<file path="src/sv/sct_pkg.sv">
// ----------------------------------------------------------------------------
// Segment crossing test package
// Word formats, stage formats and outcome codes shared by the pipeline.
// ----------------------------------------------------------------------------
package sct_pkg;

  // Field widths of an input word.
  localparam int CoordWidth = 12;
  localparam int IdWidth    = 10;

  // Arithmetic widths derived from the coordinate width.
  localparam int DiffWidth  = CoordWidth + 1;        // signed coordinate difference
  localparam int ProdWidth  = 2 * CoordWidth;        // unsigned coordinate product
  localparam int CrossWidth = 2 * CoordWidth + 1;    // signed line constant
  localparam int DetWidth   = 2 * CoordWidth + 3;    // signed determinant
  localparam int AbsWidth   = DetWidth - 1;          // magnitude of the determinant
  localparam int NumWidth   = 3 * CoordWidth + 3;    // signed intersection numerator
  localparam int BoundWidth = NumWidth - 1;          // bound times determinant magnitude

  // Outcome codes.
  typedef enum logic [1:0] {
    OUT_SHARED   = 2'd0,
    OUT_PARALLEL = 2'd1,
    OUT_OUTSIDE  = 2'd2,
    OUT_CROSS    = 2'd3
  } outcome_t;

  // Input word: two segments with vertex ids.
  typedef struct packed {
    logic [IdWidth-1:0]    a_start_id;
    logic [CoordWidth-1:0] a_start_x;
    logic [CoordWidth-1:0] a_start_y;
    logic [IdWidth-1:0]    a_end_id;
    logic [CoordWidth-1:0] a_end_x;
    logic [CoordWidth-1:0] a_end_y;
    logic [IdWidth-1:0]    b_start_id;
    logic [CoordWidth-1:0] b_start_x;
    logic [CoordWidth-1:0] b_start_y;
    logic [IdWidth-1:0]    b_end_id;
    logic [CoordWidth-1:0] b_end_x;
    logic [CoordWidth-1:0] b_end_y;
  } item_t;

  // Result word.
  typedef struct packed {
    logic       crosses;
    logic [1:0] outcome;
  } result_t;

  // Inclusive bounding box of one segment.
  typedef struct packed {
    logic [CoordWidth-1:0] lox;
    logic [CoordWidth-1:0] hix;
    logic [CoordWidth-1:0] loy;
    logic [CoordWidth-1:0] hiy;
  } box_t;

  // Second stage: determinant and line constants.
  typedef struct packed {
    logic                        shared;
    logic signed [DiffWidth-1:0] dxa;
    logic signed [DiffWidth-1:0] dya;
    logic signed [DiffWidth-1:0] dxb;
    logic signed [DiffWidth-1:0] dyb;
    logic signed [DetWidth-1:0]  det;
    logic signed [CrossWidth-1:0] ca;
    logic signed [CrossWidth-1:0] cb;
    box_t                        abox;
    box_t                        bbox;
  } s2_t;

  // Third stage: numerators and determinant magnitude and sign.
  typedef struct packed {
    logic                       shared;
    logic                       zero;
    logic                       neg;
    logic [AbsWidth-1:0]        absdet;
    logic signed [NumWidth-1:0] nx;
    logic signed [NumWidth-1:0] ny;
    box_t                       abox;
    box_t                       bbox;
  } s3_t;

endpackage

</file>
<file path="src/sv/sct_numer.sv">
// ----------------------------------------------------------------------------
// Segment crossing test numerator stage
// Forms the intersection numerators and splits the determinant into
// magnitude, sign and a zero flag.
// ----------------------------------------------------------------------------
module sct_numer import sct_pkg::*; (
  input  logic clk,
  input  logic en,
  input  s2_t  s2,
  output s3_t  s3
);

  s3_t                       s3_next;
  logic signed [DetWidth-1:0] negdet;

  // Cross-multiplied numerators of the intersection point.
  always_comb begin
    negdet         = -s2.det;
    s3_next.shared = s2.shared;
    s3_next.zero   = (s2.det == '0);
    s3_next.neg    = s2.det[DetWidth-1];
    s3_next.absdet = s2.det[DetWidth-1] ? negdet[AbsWidth-1:0] : s2.det[AbsWidth-1:0];
    s3_next.nx     = s2.ca * s2.dxb - s2.dxa * s2.cb;
    s3_next.ny     = s2.ca * s2.dyb - s2.dya * s2.cb;
    s3_next.abox   = s2.abox;
    s3_next.bbox   = s2.bbox;
  end

  always_ff @(posedge clk) begin
    if (en) begin
      s3 <= s3_next;
    end
  end

endmodule

</file>
<file path="config.mk">
export PLATFORM = sky130hd
export DESIGN_NAME = sct_numer
export DESIGN_NICKNAME = d
export VERILOG_FILES = /design/src/sv/sct_pkg.sv /design/src/sv/sct_numer.sv
export SDC_FILE = /design/constraint.sdc
export NUM_CORES = 2
export LEC_CHECK = 0
export CAP_MARGIN = 20
export CORE_MARGIN = 4
export CORE_UTILIZATION = 60
export CTS_CLUSTER_SIZE = 20
export DETAILED_ROUTE_END_ITERATION = 7
export DONT_BUFFER_PORTS = 1
export GPL_TIMING_DRIVEN = 0
export PLACE_DENSITY_LB_ADDON = 0.05
export SYNTH_ARGS = -nofsm -noshare
export SYNTH_HDL_FRONTEND = slang
export SYNTH_SLANG_ARGS = --single-unit
</file>
<file path="constraint.sdc">
create_clock -name clk -period 13.2 [get_ports clk]
set_clock_uncertainty 0.05 [all_clocks]
set_input_delay 1.32 -clock clk [delete_from_list [all_inputs] [get_ports clk]]
set_output_delay 1.32 -clock clk [all_outputs]
set_load 0.1 [all_outputs]
</file>
# Word level (Yosys, flattened, before mapping)
# Index checks and enable logic that the tools add are counted.
# classes
mux	1
n_reduce_logical	1
n_mul	4
add_sub_neg	3
# op_table
cell	count
38-bit by 38-bit subtractor with 39-bit output	2
13-bit by 25-bit multiplier with 38-bit output	2
25-bit by 13-bit multiplier with 38-bit output	2
27-bit logical NOT	1
26-bit two-way mux	1
26-bit negation	1
# totals
elab_cells	23
output_inout_bits	203
ff_bits	203
input_bits	228

# Longest topological paths before layout
# depth
ltp_word	2
mapped_depth	28

# Worst setup path before layout
# No wires, ideal clock.
# synth_path
kind	input -> register
startpoint	input s2[143] (netlist bit)
endpoint	register s3[133] (netlist bit) (data pin)
setup_ns	0.264
setup_slack_ns	5.421
required_ns	12.886
n_path_buf	2
arrival_ns	7.465
stages	27
path_cell_list	clkbuf_1 -> clkbuf_1 -> nand2_1 -> fa_1 -> inv_1 -> fa_1 -> inv_1 -> fa_1 -> inv_1 -> ha_1 -> inv_1 -> fa_1 -> inv_1 -> fa_1 -> inv_1 -> fa_1 -> inv_1 -> ha_1 -> a21o_1 -> a21o_1 -> a21o_1 -> a2111o_1 -> o2111ai_1 -> o211ai_4 -> a41oi_2 -> a211oi_2 -> xor2_1
# synth_rtl
item	line_no	text
from (decl)	sct_numer.sv:9	input s2_t s2,
to (signal assigned)	sct_numer.sv:31	s3 <= s3_next;
to (decl)	sct_numer.sv:10	output s3_t s3

==> run metrics <==
#FFs+latches synth=203; Yosys warning total=0; RSZ-0062 raised after global routing=no; HPWL Detailed=128000 um; layout net count=7312; startpoint types=input port; fmax=116 MHz; kind of critical path=input port to register; number of distinct library cells after synthesis=72; Post-synth EDFFs=203; non-filler cells, final=6613; Num CTS Buffers=24; FF/Latch Area=6100 um2; initial antenna violation count=9; max_cap viols=0; DRC violations left=0; Routed Antenna Nets=0; highest net fanout along the worst path=10; Starting Density=0.606; Critical Path RT=13.45 ns; CTS max path bufs=3; first-pass GRT wire length=228000 um; Die Y=307 um; total routed wirelength=150000 um; Vias/cell=5.51; CTS tree=yes; crit share post-route=0.656; die area=94000 um2; Synth-to-Final Area Change=4.21%; total track usage=0.329; pin count of the biggest net entering global routing=204; clk sink count=203; vias=36429; post-synth design cell area=53500 um2; Detailed Routing Iterations Pass 1=5; number of global-route vias before repair=38186; Final Slew Violations=0; Least-Margin Pin Slew=1.16 ns; async set-reset flop share out of synthesis=0; Std-Cell Rows=109; crit path max-delay cell type=fa_1; flip-flop count of the largest register after layout=203; FILL cells=7607; Critical Path End=s3[166]; most frequent cells in the layout=inv_1, fa_1, nand2_1; Avg Inst Size Synth=9.92 um2; Post-CTS Setup Inserts=0; critical path depth in cells=23; H-tree Lvls=1; CTS Hold Bufs=0; Final Wtd Congestion=0.972; Die X=307 um; Setup Viol. Count Final=0; Mapped Nets=7286; placed cell count=6562; initial DRC count=3028; Worst slew margin=0.228; Worst Setup End Kind=register; PortBufs=0; register name with the most flops=s3; Worst path most repeated cell=fa_1; commonest non-fill, non-tap cell in the layout=inv_1; share of cells above drive strength 1=0.0123; CP cell instances=clkbuf_1, nand2_1, inv_1, fa_1, fa_1, inv_1, fa_1, fa_1, fa_1, fa_1, inv_1, fa_1, inv_1, ha_1, and2_1, nand4_1, nor2_1, nand4b_1, o2bb2ai_2, o21ai_0, nand2b_1, a21oi_1, xnor2_1; root buf cell=clkbuf_16; main flop type after synthesis=edfxtp_1; final hold vios=0; Clock transition at path regs=0.06 ns; Seq/Total Area, Yosys=0.114; Core ar.=88400 um2; delay-heaviest family, CP=adder cells; minimum clock period=8.65 ns; # IOs=431; Sum Neg Setup Slack=0 ns; WL/cell=22.6 um; Congestion Overflow GR=0; Worst Path Buf+Inv=5; area of the multi-input gates=40900 um2; crit path DAT=8.91 ns; top flop regs=s3: 203 flops; status=completed; hold path depth=0; Worst Hold Class=input port to register; post-cts resize count=0; CP Launch Point=s2[212]; max incr delay on CP=0.60 ns; Cells after Synth=5397
[how the worst min path moves through the flow]
stage,slack (ns),end,startpoint
after global placement,1.37,s3[81],s2[81]
final,0.78,s3[2],s2[2]
after global routing,0.76,s3[87],s2[87]
after detailed placement,1.37,s3[95],s2[95]
after floorplan,1.37,s3[0],s2[0]
after CTS,0.75,s3[7],s2[7]
[layer usage]
metal / share of wire / vias up / track usage
li1: - / 15472 / -
met1: 0.36 / 18944 / 0.432
met2: 0.48 / 1703 / 0.542
met3: 0.10 / 310 / 0.0688
met4: 0.051 / 0 / 0.131
met5: 0 / - / 0
[logic make-up (layout without fill, tap and decap cells)]
kind of cell,count (synthesis),in the layout,synth area share
buffers and inverters,1740,1783,0.122
adders and majority gates,1661,1661,0.578
and+or+nand+nor,1454,1454,0.137
AOI/OAI and AO/OA,216,216,0.0291
DFF,203,203,0.114
xor gates and xnor gates,123,123,0.0201
other,0,8,0
[through the flow]
stage | util | area, um2 | setup slack [ns] | hold WS, ns
3_5_place_dp | 0.622 | 55000 | 4.05 | 1.37
5_1_grt | 0.631 | 55700 | 4.15 | 0.763
2_1_floorplan | - | 53500 | 5.42 | 1.37
6_report | 0.631 | 55800 | 4.55 | 0.783
3_3_place_gp | 0.622 | 55000 | 4.09 | 1.37
4_1_cts | 0.631 | 55700 | 4.64 | 0.754
[final cells by class]
cell class,instances,share of cell area
Sequential cell,203,0.109
Clock buffer,31,0.0116
Inverter,1527,0.103
Multi-Input combinational cell,3454,0.733
Antenna cell,8,0.000359
Tap cell,1165,0.0261
Clock inverter,12,0.00227
Buffer,213,0.0145
[cell usage after synthesis (4+ instances only)]
master,instances,share of area
inv_1,1525,0.11
fa_1,1350,0.51
nand2_1,645,0.045
and2_1,604,0.071
ha_1,311,0.073
clkbuf_1,210,0.015
edfxtp_1,203,0.11
xnor2_1,103,0.017
a21oi_1,63,0.0059
nor2_1,62,0.0043
nor2b_1,48,0.0056
nand2b_1,45,0.0053
a21o_1,33,0.0046
o21ai_0,31,0.0029
xor2_1,20,0.0033
nand3_1,11,0.0010
o21bai_1,10,0.0014
nor3_1,9,0.00084
o21a_1,9,0.0013
a211oi_1,8,0.0011
and3_1,8,0.00094
o31ai_1,5,0.00070
a31o_2,4,0.00065
a31oi_1,4,0.00047
o211ai_1,4,0.00056
o41ai_1,4,0.00065
or3_1,4,0.00047
or4_1,4,0.00056
Power is not shown: default switching activity piles up to over one toggle a cycle in this logic, so the estimate is an artifact.
