[config.mk]
export PLATFORM = sky130hd
export DESIGN_NAME = sct_front
export DESIGN_NICKNAME = d
export VERILOG_FILES = /design/src/sv/sct_pkg.sv /design/src/sv/sct_front.sv
export SDC_FILE = /design/constraint.sdc
export NUM_CORES = 2
export LEC_CHECK = 0
export ABC_AREA = 1
export BUFFER_PORTS_ARGS = -buffer_cell sky130_fd_sc_hd__clkbuf_2
export CAP_MARGIN = 10
export CORE_MARGIN = 2
export CORE_UTILIZATION = 46
export DETAILED_ROUTE_END_ITERATION = 8
export GPL_TIMING_DRIVEN = 0
export PLACE_DENSITY = 0.64
export SYNTH_ARGS = -nofsm -noshare
export SYNTH_HDL_FRONTEND = slang
export SYNTH_SLANG_ARGS = --single-unit
[constraint.sdc]
create_clock -name clk -period 15.6 [get_ports clk]
set_input_delay 0.78 -clock clk [delete_from_list [all_inputs] [get_ports clk]]
set_output_delay 0.78 -clock clk [all_outputs]
set_load 0.005 [all_outputs]
[src/sv/sct_pkg.sv]
// ----------------------------------------------------------------------------
// Segment crossing test package
// Word formats, stage formats and outcome codes shared by the pipeline.
// ----------------------------------------------------------------------------
package sct_pkg;

  // Field widths of an input word.
  localparam int CoordWidth = 12;
  localparam int IdWidth    = 10;

  // Arithmetic widths derived from the coordinate width.
  localparam int DiffWidth  = CoordWidth + 1;        // signed coordinate difference
  localparam int ProdWidth  = 2 * CoordWidth;        // unsigned coordinate product
  localparam int CrossWidth = 2 * CoordWidth + 1;    // signed line constant
  localparam int DetWidth   = 2 * CoordWidth + 3;    // signed determinant
  localparam int AbsWidth   = DetWidth - 1;          // magnitude of the determinant
  localparam int NumWidth   = 3 * CoordWidth + 3;    // signed intersection numerator
  localparam int BoundWidth = NumWidth - 1;          // bound times determinant magnitude

  // Outcome codes.
  typedef enum logic [1:0] {
    OUT_SHARED   = 2'd0,
    OUT_PARALLEL = 2'd1,
    OUT_OUTSIDE  = 2'd2,
    OUT_CROSS    = 2'd3
  } outcome_t;

  // Input word: two segments with vertex ids.
  typedef struct packed {
    logic [IdWidth-1:0]    a_start_id;
    logic [CoordWidth-1:0] a_start_x;
    logic [CoordWidth-1:0] a_start_y;
    logic [IdWidth-1:0]    a_end_id;
    logic [CoordWidth-1:0] a_end_x;
    logic [CoordWidth-1:0] a_end_y;
    logic [IdWidth-1:0]    b_start_id;
    logic [CoordWidth-1:0] b_start_x;
    logic [CoordWidth-1:0] b_start_y;
    logic [IdWidth-1:0]    b_end_id;
    logic [CoordWidth-1:0] b_end_x;
    logic [CoordWidth-1:0] b_end_y;
  } item_t;

  // Result word.
  typedef struct packed {
    logic       crosses;
    logic [1:0] outcome;
  } result_t;

  // Inclusive bounding box of one segment.
  typedef struct packed {
    logic [CoordWidth-1:0] lox;
    logic [CoordWidth-1:0] hix;
    logic [CoordWidth-1:0] loy;
    logic [CoordWidth-1:0] hiy;
  } box_t;

  // Second stage: determinant and line constants.
  typedef struct packed {
    logic                        shared;
    logic signed [DiffWidth-1:0] dxa;
    logic signed [DiffWidth-1:0] dya;
    logic signed [DiffWidth-1:0] dxb;
    logic signed [DiffWidth-1:0] dyb;
    logic signed [DetWidth-1:0]  det;
    logic signed [CrossWidth-1:0] ca;
    logic signed [CrossWidth-1:0] cb;
    box_t                        abox;
    box_t                        bbox;
  } s2_t;

  // Third stage: numerators and determinant magnitude and sign.
  typedef struct packed {
    logic                       shared;
    logic                       zero;
    logic                       neg;
    logic [AbsWidth-1:0]        absdet;
    logic signed [NumWidth-1:0] nx;
    logic signed [NumWidth-1:0] ny;
    box_t                       abox;
    box_t                       bbox;
  } s3_t;

endpackage

[src/sv/sct_front.sv]
// ----------------------------------------------------------------------------
// Segment crossing test front end
// Stage one forms differences, coordinate products, id matches and boxes;
// stage two forms the determinant and both line constants.
// ----------------------------------------------------------------------------
module sct_front import sct_pkg::*; (
  input  logic  clk,
  input  logic  en,
  input  item_t item,
  output s2_t   s2
);

  typedef struct packed {
    logic                        shared;
    logic signed [DiffWidth-1:0] dxa;
    logic signed [DiffWidth-1:0] dya;
    logic signed [DiffWidth-1:0] dxb;
    logic signed [DiffWidth-1:0] dyb;
    logic [ProdWidth-1:0]        p1;
    logic [ProdWidth-1:0]        p2;
    logic [ProdWidth-1:0]        p3;
    logic [ProdWidth-1:0]        p4;
    box_t                        abox;
    box_t                        bbox;
  } s1_t;

  s1_t s1;
  s1_t s1_next;
  s2_t s2_next;

  // Stage one: any shared vertex id, differences, products and boxes.
  always_comb begin
    s1_next.shared = (item.a_start_id == item.b_start_id) ||
                     (item.a_start_id == item.b_end_id) ||
                     (item.a_end_id == item.b_start_id) ||
                     (item.a_end_id == item.b_end_id);
    s1_next.dxa = $signed({1'b0, item.a_start_x}) - $signed({1'b0, item.a_end_x});
    s1_next.dya = $signed({1'b0, item.a_start_y}) - $signed({1'b0, item.a_end_y});
    s1_next.dxb = $signed({1'b0, item.b_start_x}) - $signed({1'b0, item.b_end_x});
    s1_next.dyb = $signed({1'b0, item.b_start_y}) - $signed({1'b0, item.b_end_y});
    s1_next.p1  = item.a_start_x * item.a_end_y;
    s1_next.p2  = item.a_start_y * item.a_end_x;
    s1_next.p3  = item.b_start_x * item.b_end_y;
    s1_next.p4  = item.b_start_y * item.b_end_x;
    if (item.a_start_x < item.a_end_x) begin
      s1_next.abox.lox = item.a_start_x;
      s1_next.abox.hix = item.a_end_x;
    end else begin
      s1_next.abox.lox = item.a_end_x;
      s1_next.abox.hix = item.a_start_x;
    end
    if (item.a_start_y < item.a_end_y) begin
      s1_next.abox.loy = item.a_start_y;
      s1_next.abox.hiy = item.a_end_y;
    end else begin
      s1_next.abox.loy = item.a_end_y;
      s1_next.abox.hiy = item.a_start_y;
    end
    if (item.b_start_x < item.b_end_x) begin
      s1_next.bbox.lox = item.b_start_x;
      s1_next.bbox.hix = item.b_end_x;
    end else begin
      s1_next.bbox.lox = item.b_end_x;
      s1_next.bbox.hix = item.b_start_x;
    end
    if (item.b_start_y < item.b_end_y) begin
      s1_next.bbox.loy = item.b_start_y;
      s1_next.bbox.hiy = item.b_end_y;
    end else begin
      s1_next.bbox.loy = item.b_end_y;
      s1_next.bbox.hiy = item.b_start_y;
    end
  end

  // Stage two: determinant of the two directions and the line constants.
  always_comb begin
    s2_next.shared = s1.shared;
    s2_next.dxa    = s1.dxa;
    s2_next.dya    = s1.dya;
    s2_next.dxb    = s1.dxb;
    s2_next.dyb    = s1.dyb;
    s2_next.det    = s1.dxa * s1.dyb - s1.dya * s1.dxb;
    s2_next.ca     = $signed({1'b0, s1.p1}) - $signed({1'b0, s1.p2});
    s2_next.cb     = $signed({1'b0, s1.p3}) - $signed({1'b0, s1.p4});
    s2_next.abox   = s1.abox;
    s2_next.bbox   = s1.bbox;
  end

  always_ff @(posedge clk) begin
    if (en) begin
      s1 <= s1_next;
      s2 <= s2_next;
    end
  end

endmodule

# == Word-level counts from Yosys, hierarchy flattened ==
# Index checks and enable logic that the tools add are counted.
# totals
regBits,471
inputBits,138
elab_cells,61
# op_classes
addsub,7
mul,6
n_lt_le_gt_ge,4
eq_ne,4
muxes,4
reduce_logical,3
# op_table
operator,n
$mul 12x12->24,4
$mux 24,4
$mul 13x13->26,2
$sub 12x12->13,4
$sub 24x24->25,2
$lt 12x12->1,4
$eq 10x10->1,4
$sub 26x26->27,1
$logic_or 1x1->1,3

# == Depth between registers and ports, before layout ==
# logic_depth
depth_word,4
depth_mapped,28
mapped_depth_nobuf,27

# == Worst setup path before layout ==
# No wires, ideal clock.
# synth_timing
path_type,reg-to-reg
startpoint,reg s1[230] (netlist name)
endpoint,reg s2[165] (netlist name) (data pin)
arrival_time_ns,6.035
t_required_ns,15.344
slack_ns,9.309
path_stages_with_launch,22
path_buffers,1
synth_period_minus_slack_ns,6.291
cell_sequence,edfxtp_1 > clkbuf_1 > nand2_1 > inv_1 > fa_1 > fa_1 > inv_1 > fa_1 > fa_1 > fa_1 > fa_1 > inv_1 > fa_1 > inv_1 > ha_1 > nand2_1 > nor4_1 > nand2_1 > a21oi_1 > nor2_1 > nand2_1 > nand2_1
# synth_lines
element,line_no,source
start: declaration,sct_front.sv:27,s1_t s1;
start signal: assignment,sct_front.sv:91,s1 <= s1_next;
end signal: assignment,sct_front.sv:92,s2 <= s2_next;
end: declaration,sct_front.sv:10,output s2_t s2

==> results.json <==
{
  "synth_flop_cell": "edfxtp_1",
  "routed_wl_mm": 156,
  "grt_pass1_vias": 42200,
  "critPathMaxStageDelay_ns": 0.63,
  "grt.overflow.total": 0,
  "viasPerCell": 5.12,
  "ys_types": 50,
  "cp-end-kind": "flop",
  "antenna_found_initial": 10,
  "drc": 0,
  "grt.total_usage_pct": 26.0,
  "cts_setup_buffers": 0,
  "cts_buffer_depth": 3,
  "fmax_ghz": 0.134,
  "hold_class": "flop to flop",
  "die_h_um": 350,
  "syn_nets": 7534,
  "fin_tns_setup_ns": 0,
  "worst_slew_pin_slew_ns": 0.765,
  "hold_viol": 0,
  "rsz0062_at_grt": "false",
  "period_needed_ns": 7.49,
  "routed.top_layer": "met5",
  "synth_enable_flop_cells": 471,
  "htreeDepth": 2,
  "clk_latency_ns": 0.66,
  "clock-sinks": 471,
  "synth_warnings": 0,
  "syn_to_final_growth_pct": 10.4,
  "yosysSeqAreaShare_pct": 25.7,
  "fin_skew_ns": 0.0227,
  "initial_core_util_pct": 46.5,
  "first_pass_iters": 6,
  "finalSetupViolCount": 0,
  "worstPathRequired_ns": 16.01,
  "ant_nets": 0,
  "crit_type": "flop to flop",
  "wl_per_cell_um": 19.1,
  "synthArstFlopShare_pct": 0,
  "cap_violations": 0,
  "netlist_instances": 6140,
  "ctsHoldBuffers": 0,
  "outcome": "finished, final reports clean",
  "worst-path-max-fanout": 10,
  "core-area_um2": 118000,
  "numCtsBuffers": 55,
  "cp.arrival_ns": 7.90,
  "num_rows": 126,
  "die-area_um2": 122000,
  "grt_pass1_wl_mm": 242,
  "drv_slew": 0,
  "startpoint_type": "flop",
  "path_delay_family": "adder cells",
  "synth_seq_cells": 471,
  "die_x_um": 350,
  "cts_root_buf": "clkbuf_16",
  "finalCritPeriodShare_pct": 48.0,
  "nets": 7958,
  "worst_path_max_delay_cell": "fa_1",
  "cts_tree": "yes",
  "wl_met1_mm": 67.1,
  "path_common_cell": "fa_1",
  "via_count": 41700,
  "path_buf_inv": 3,
  "drtIter0Drc": 3403,
  "gp_congestion": 0.968,
  "wl_met2_mm": 71.5,
  "io_pins": 364,
  "slew_headroom_pct": 49.0,
  "crit_chain": "clkbuf_1 > nand2_1 > inv_1 > fa_1 > fa_1 > fa_1 > fa_1 > fa_1 > fa_1 > fa_1 > inv_1 > ha_1 > a21oi_1 > o21ai_0 > a21oi_1 > nand3_1 > nand3_1 > nand2_1",
  "portBuffers": 363,
  "placed_cell_area_um2": 58800,
  "grt_max_degree": 126,
  "hold_ws_ns": 0.410,
  "route.met3.wl_mm": 12.6,
  "drive_above_1_share_pct": 8.63,
  "finish.instance_area_um2": 60700,
  "clk_pin_slew_ns": 0.06,
  "cts_resized": 0,
  "hpwl_mm": 131,
  "avgSynthCellArea_um2": 8.95,
  "netlist_area_um2": 55000
}
[cell families after synthesis]
| family | Yosys count | share of synthesized area (%) |
|---|---|---|
| adders and majority gates | 1256 | 39.4 |
| AOI/OAI and AO/OA | 466 | 4.97 |
| DFF | 471 | 25.7 |
| buffers and inverters | 1758 | 12.2 |
| and+or+nand+nor | 1994 | 14.6 |
| xor gates and xnor gates | 195 | 3.11 |
[area by class of cell]
type / instances / area, um^2
diodes: 1 / 2.50
plain buffers: 168 / 738
clock buffers: 59 / 1410
clock inverters: 41 / 455
fillers: 11000 / 57500
inverters: 1590 / 5970
multi-input cells: 3911 / 34100
flip-flops and latches: 471 / 14100
well taps: 1536 / 1920
repair buffers: 367 / 1940
[cells in the mapped netlist, drive strengths merged (2+ instances only)]
cell type	instances	area (um^2)
a21boi	5	37.5
a21o	22	175
a21oi	227	1230
a31oi	15	93.8
and2	2	12.5
buf	20	183
clkbuf	148	556
edfxtp	471	14100
fa	793	15900
ha	463	5790
inv	1590	5970
nand2	1492	5650
nand3	151	771
nand3b	7	52.6
nand4	33	213
nor2	238	896
nor3	42	241
nor4	13	81.3
o2111ai	3	26.3
o211ai	7	57.6
o21a	3	22.5
o21ai	160	902
o21bai	15	113
o31ai	7	62.6
or2	14	87.6
xnor2	49	429
xor2	146	1280
[stage by stage]
stage          utilization (%)  setup WS [ns]  std cells
2_1_floorplan                -           9.31       6140
3_3_place_gp              49.7           5.70       8039
3_5_place_dp              49.8           8.11       8043
4_1_cts                   51.3           8.08       8143
5_1_grt                   51.3           7.68       8144
6_report                  51.3           8.11       8144
[routing by layer]
metal | track usage (%) | up-vias
met3 | 5.04 | 213
met4 | 7.20 | 8
met1 | 36.1 | 20700
met2 | 41.7 | 1403
met5 | 0 | -
li1 | - | 19400
[final timing paths]
path / slack [ns] / cells past startpoint / end / from
setup reg to reg: 8.11 / 18 / s2[172] / s1[230]
hold / removal: 0.41 / 0 / s2[32] / s1[32]
setup / recovery: 8.11 / 18 / s2[172] / s1[230]
hold reg to reg: 0.41 / 0 / s2[32] / s1[32]
[cell usage in the layout (no fill, tap or decap), types with 9 or more instances in the layout]
cell type     n
clkbuf_2    362
nor4_1       13
o21ai_2      27
a21oi_2      24
clkinv_1     11
a21oi_1     203
nand3_1     148
o21ai_0      99
or2_2        13
nand2_2      15
clkbuf_16    56
nand2_1    1475
xnor2_1      49
a31oi_1      15
inv_6         9
xor2_1      146
ha_1        463
o21ai_1      34
o21bai_1     15
nand4_1      32
nor2_1      237
edfxtp_1    471
a21o_1       19
nor3_1       37
clkbuf_1    151
inv_1      1590
fa_1        793
[registers in the layout, indices dropped and copies added (netlist names)]
name,count
s1,245
s2,226
Power is not shown: default switching activity piles up to over one toggle a cycle in this logic, so the estimate is an artifact.
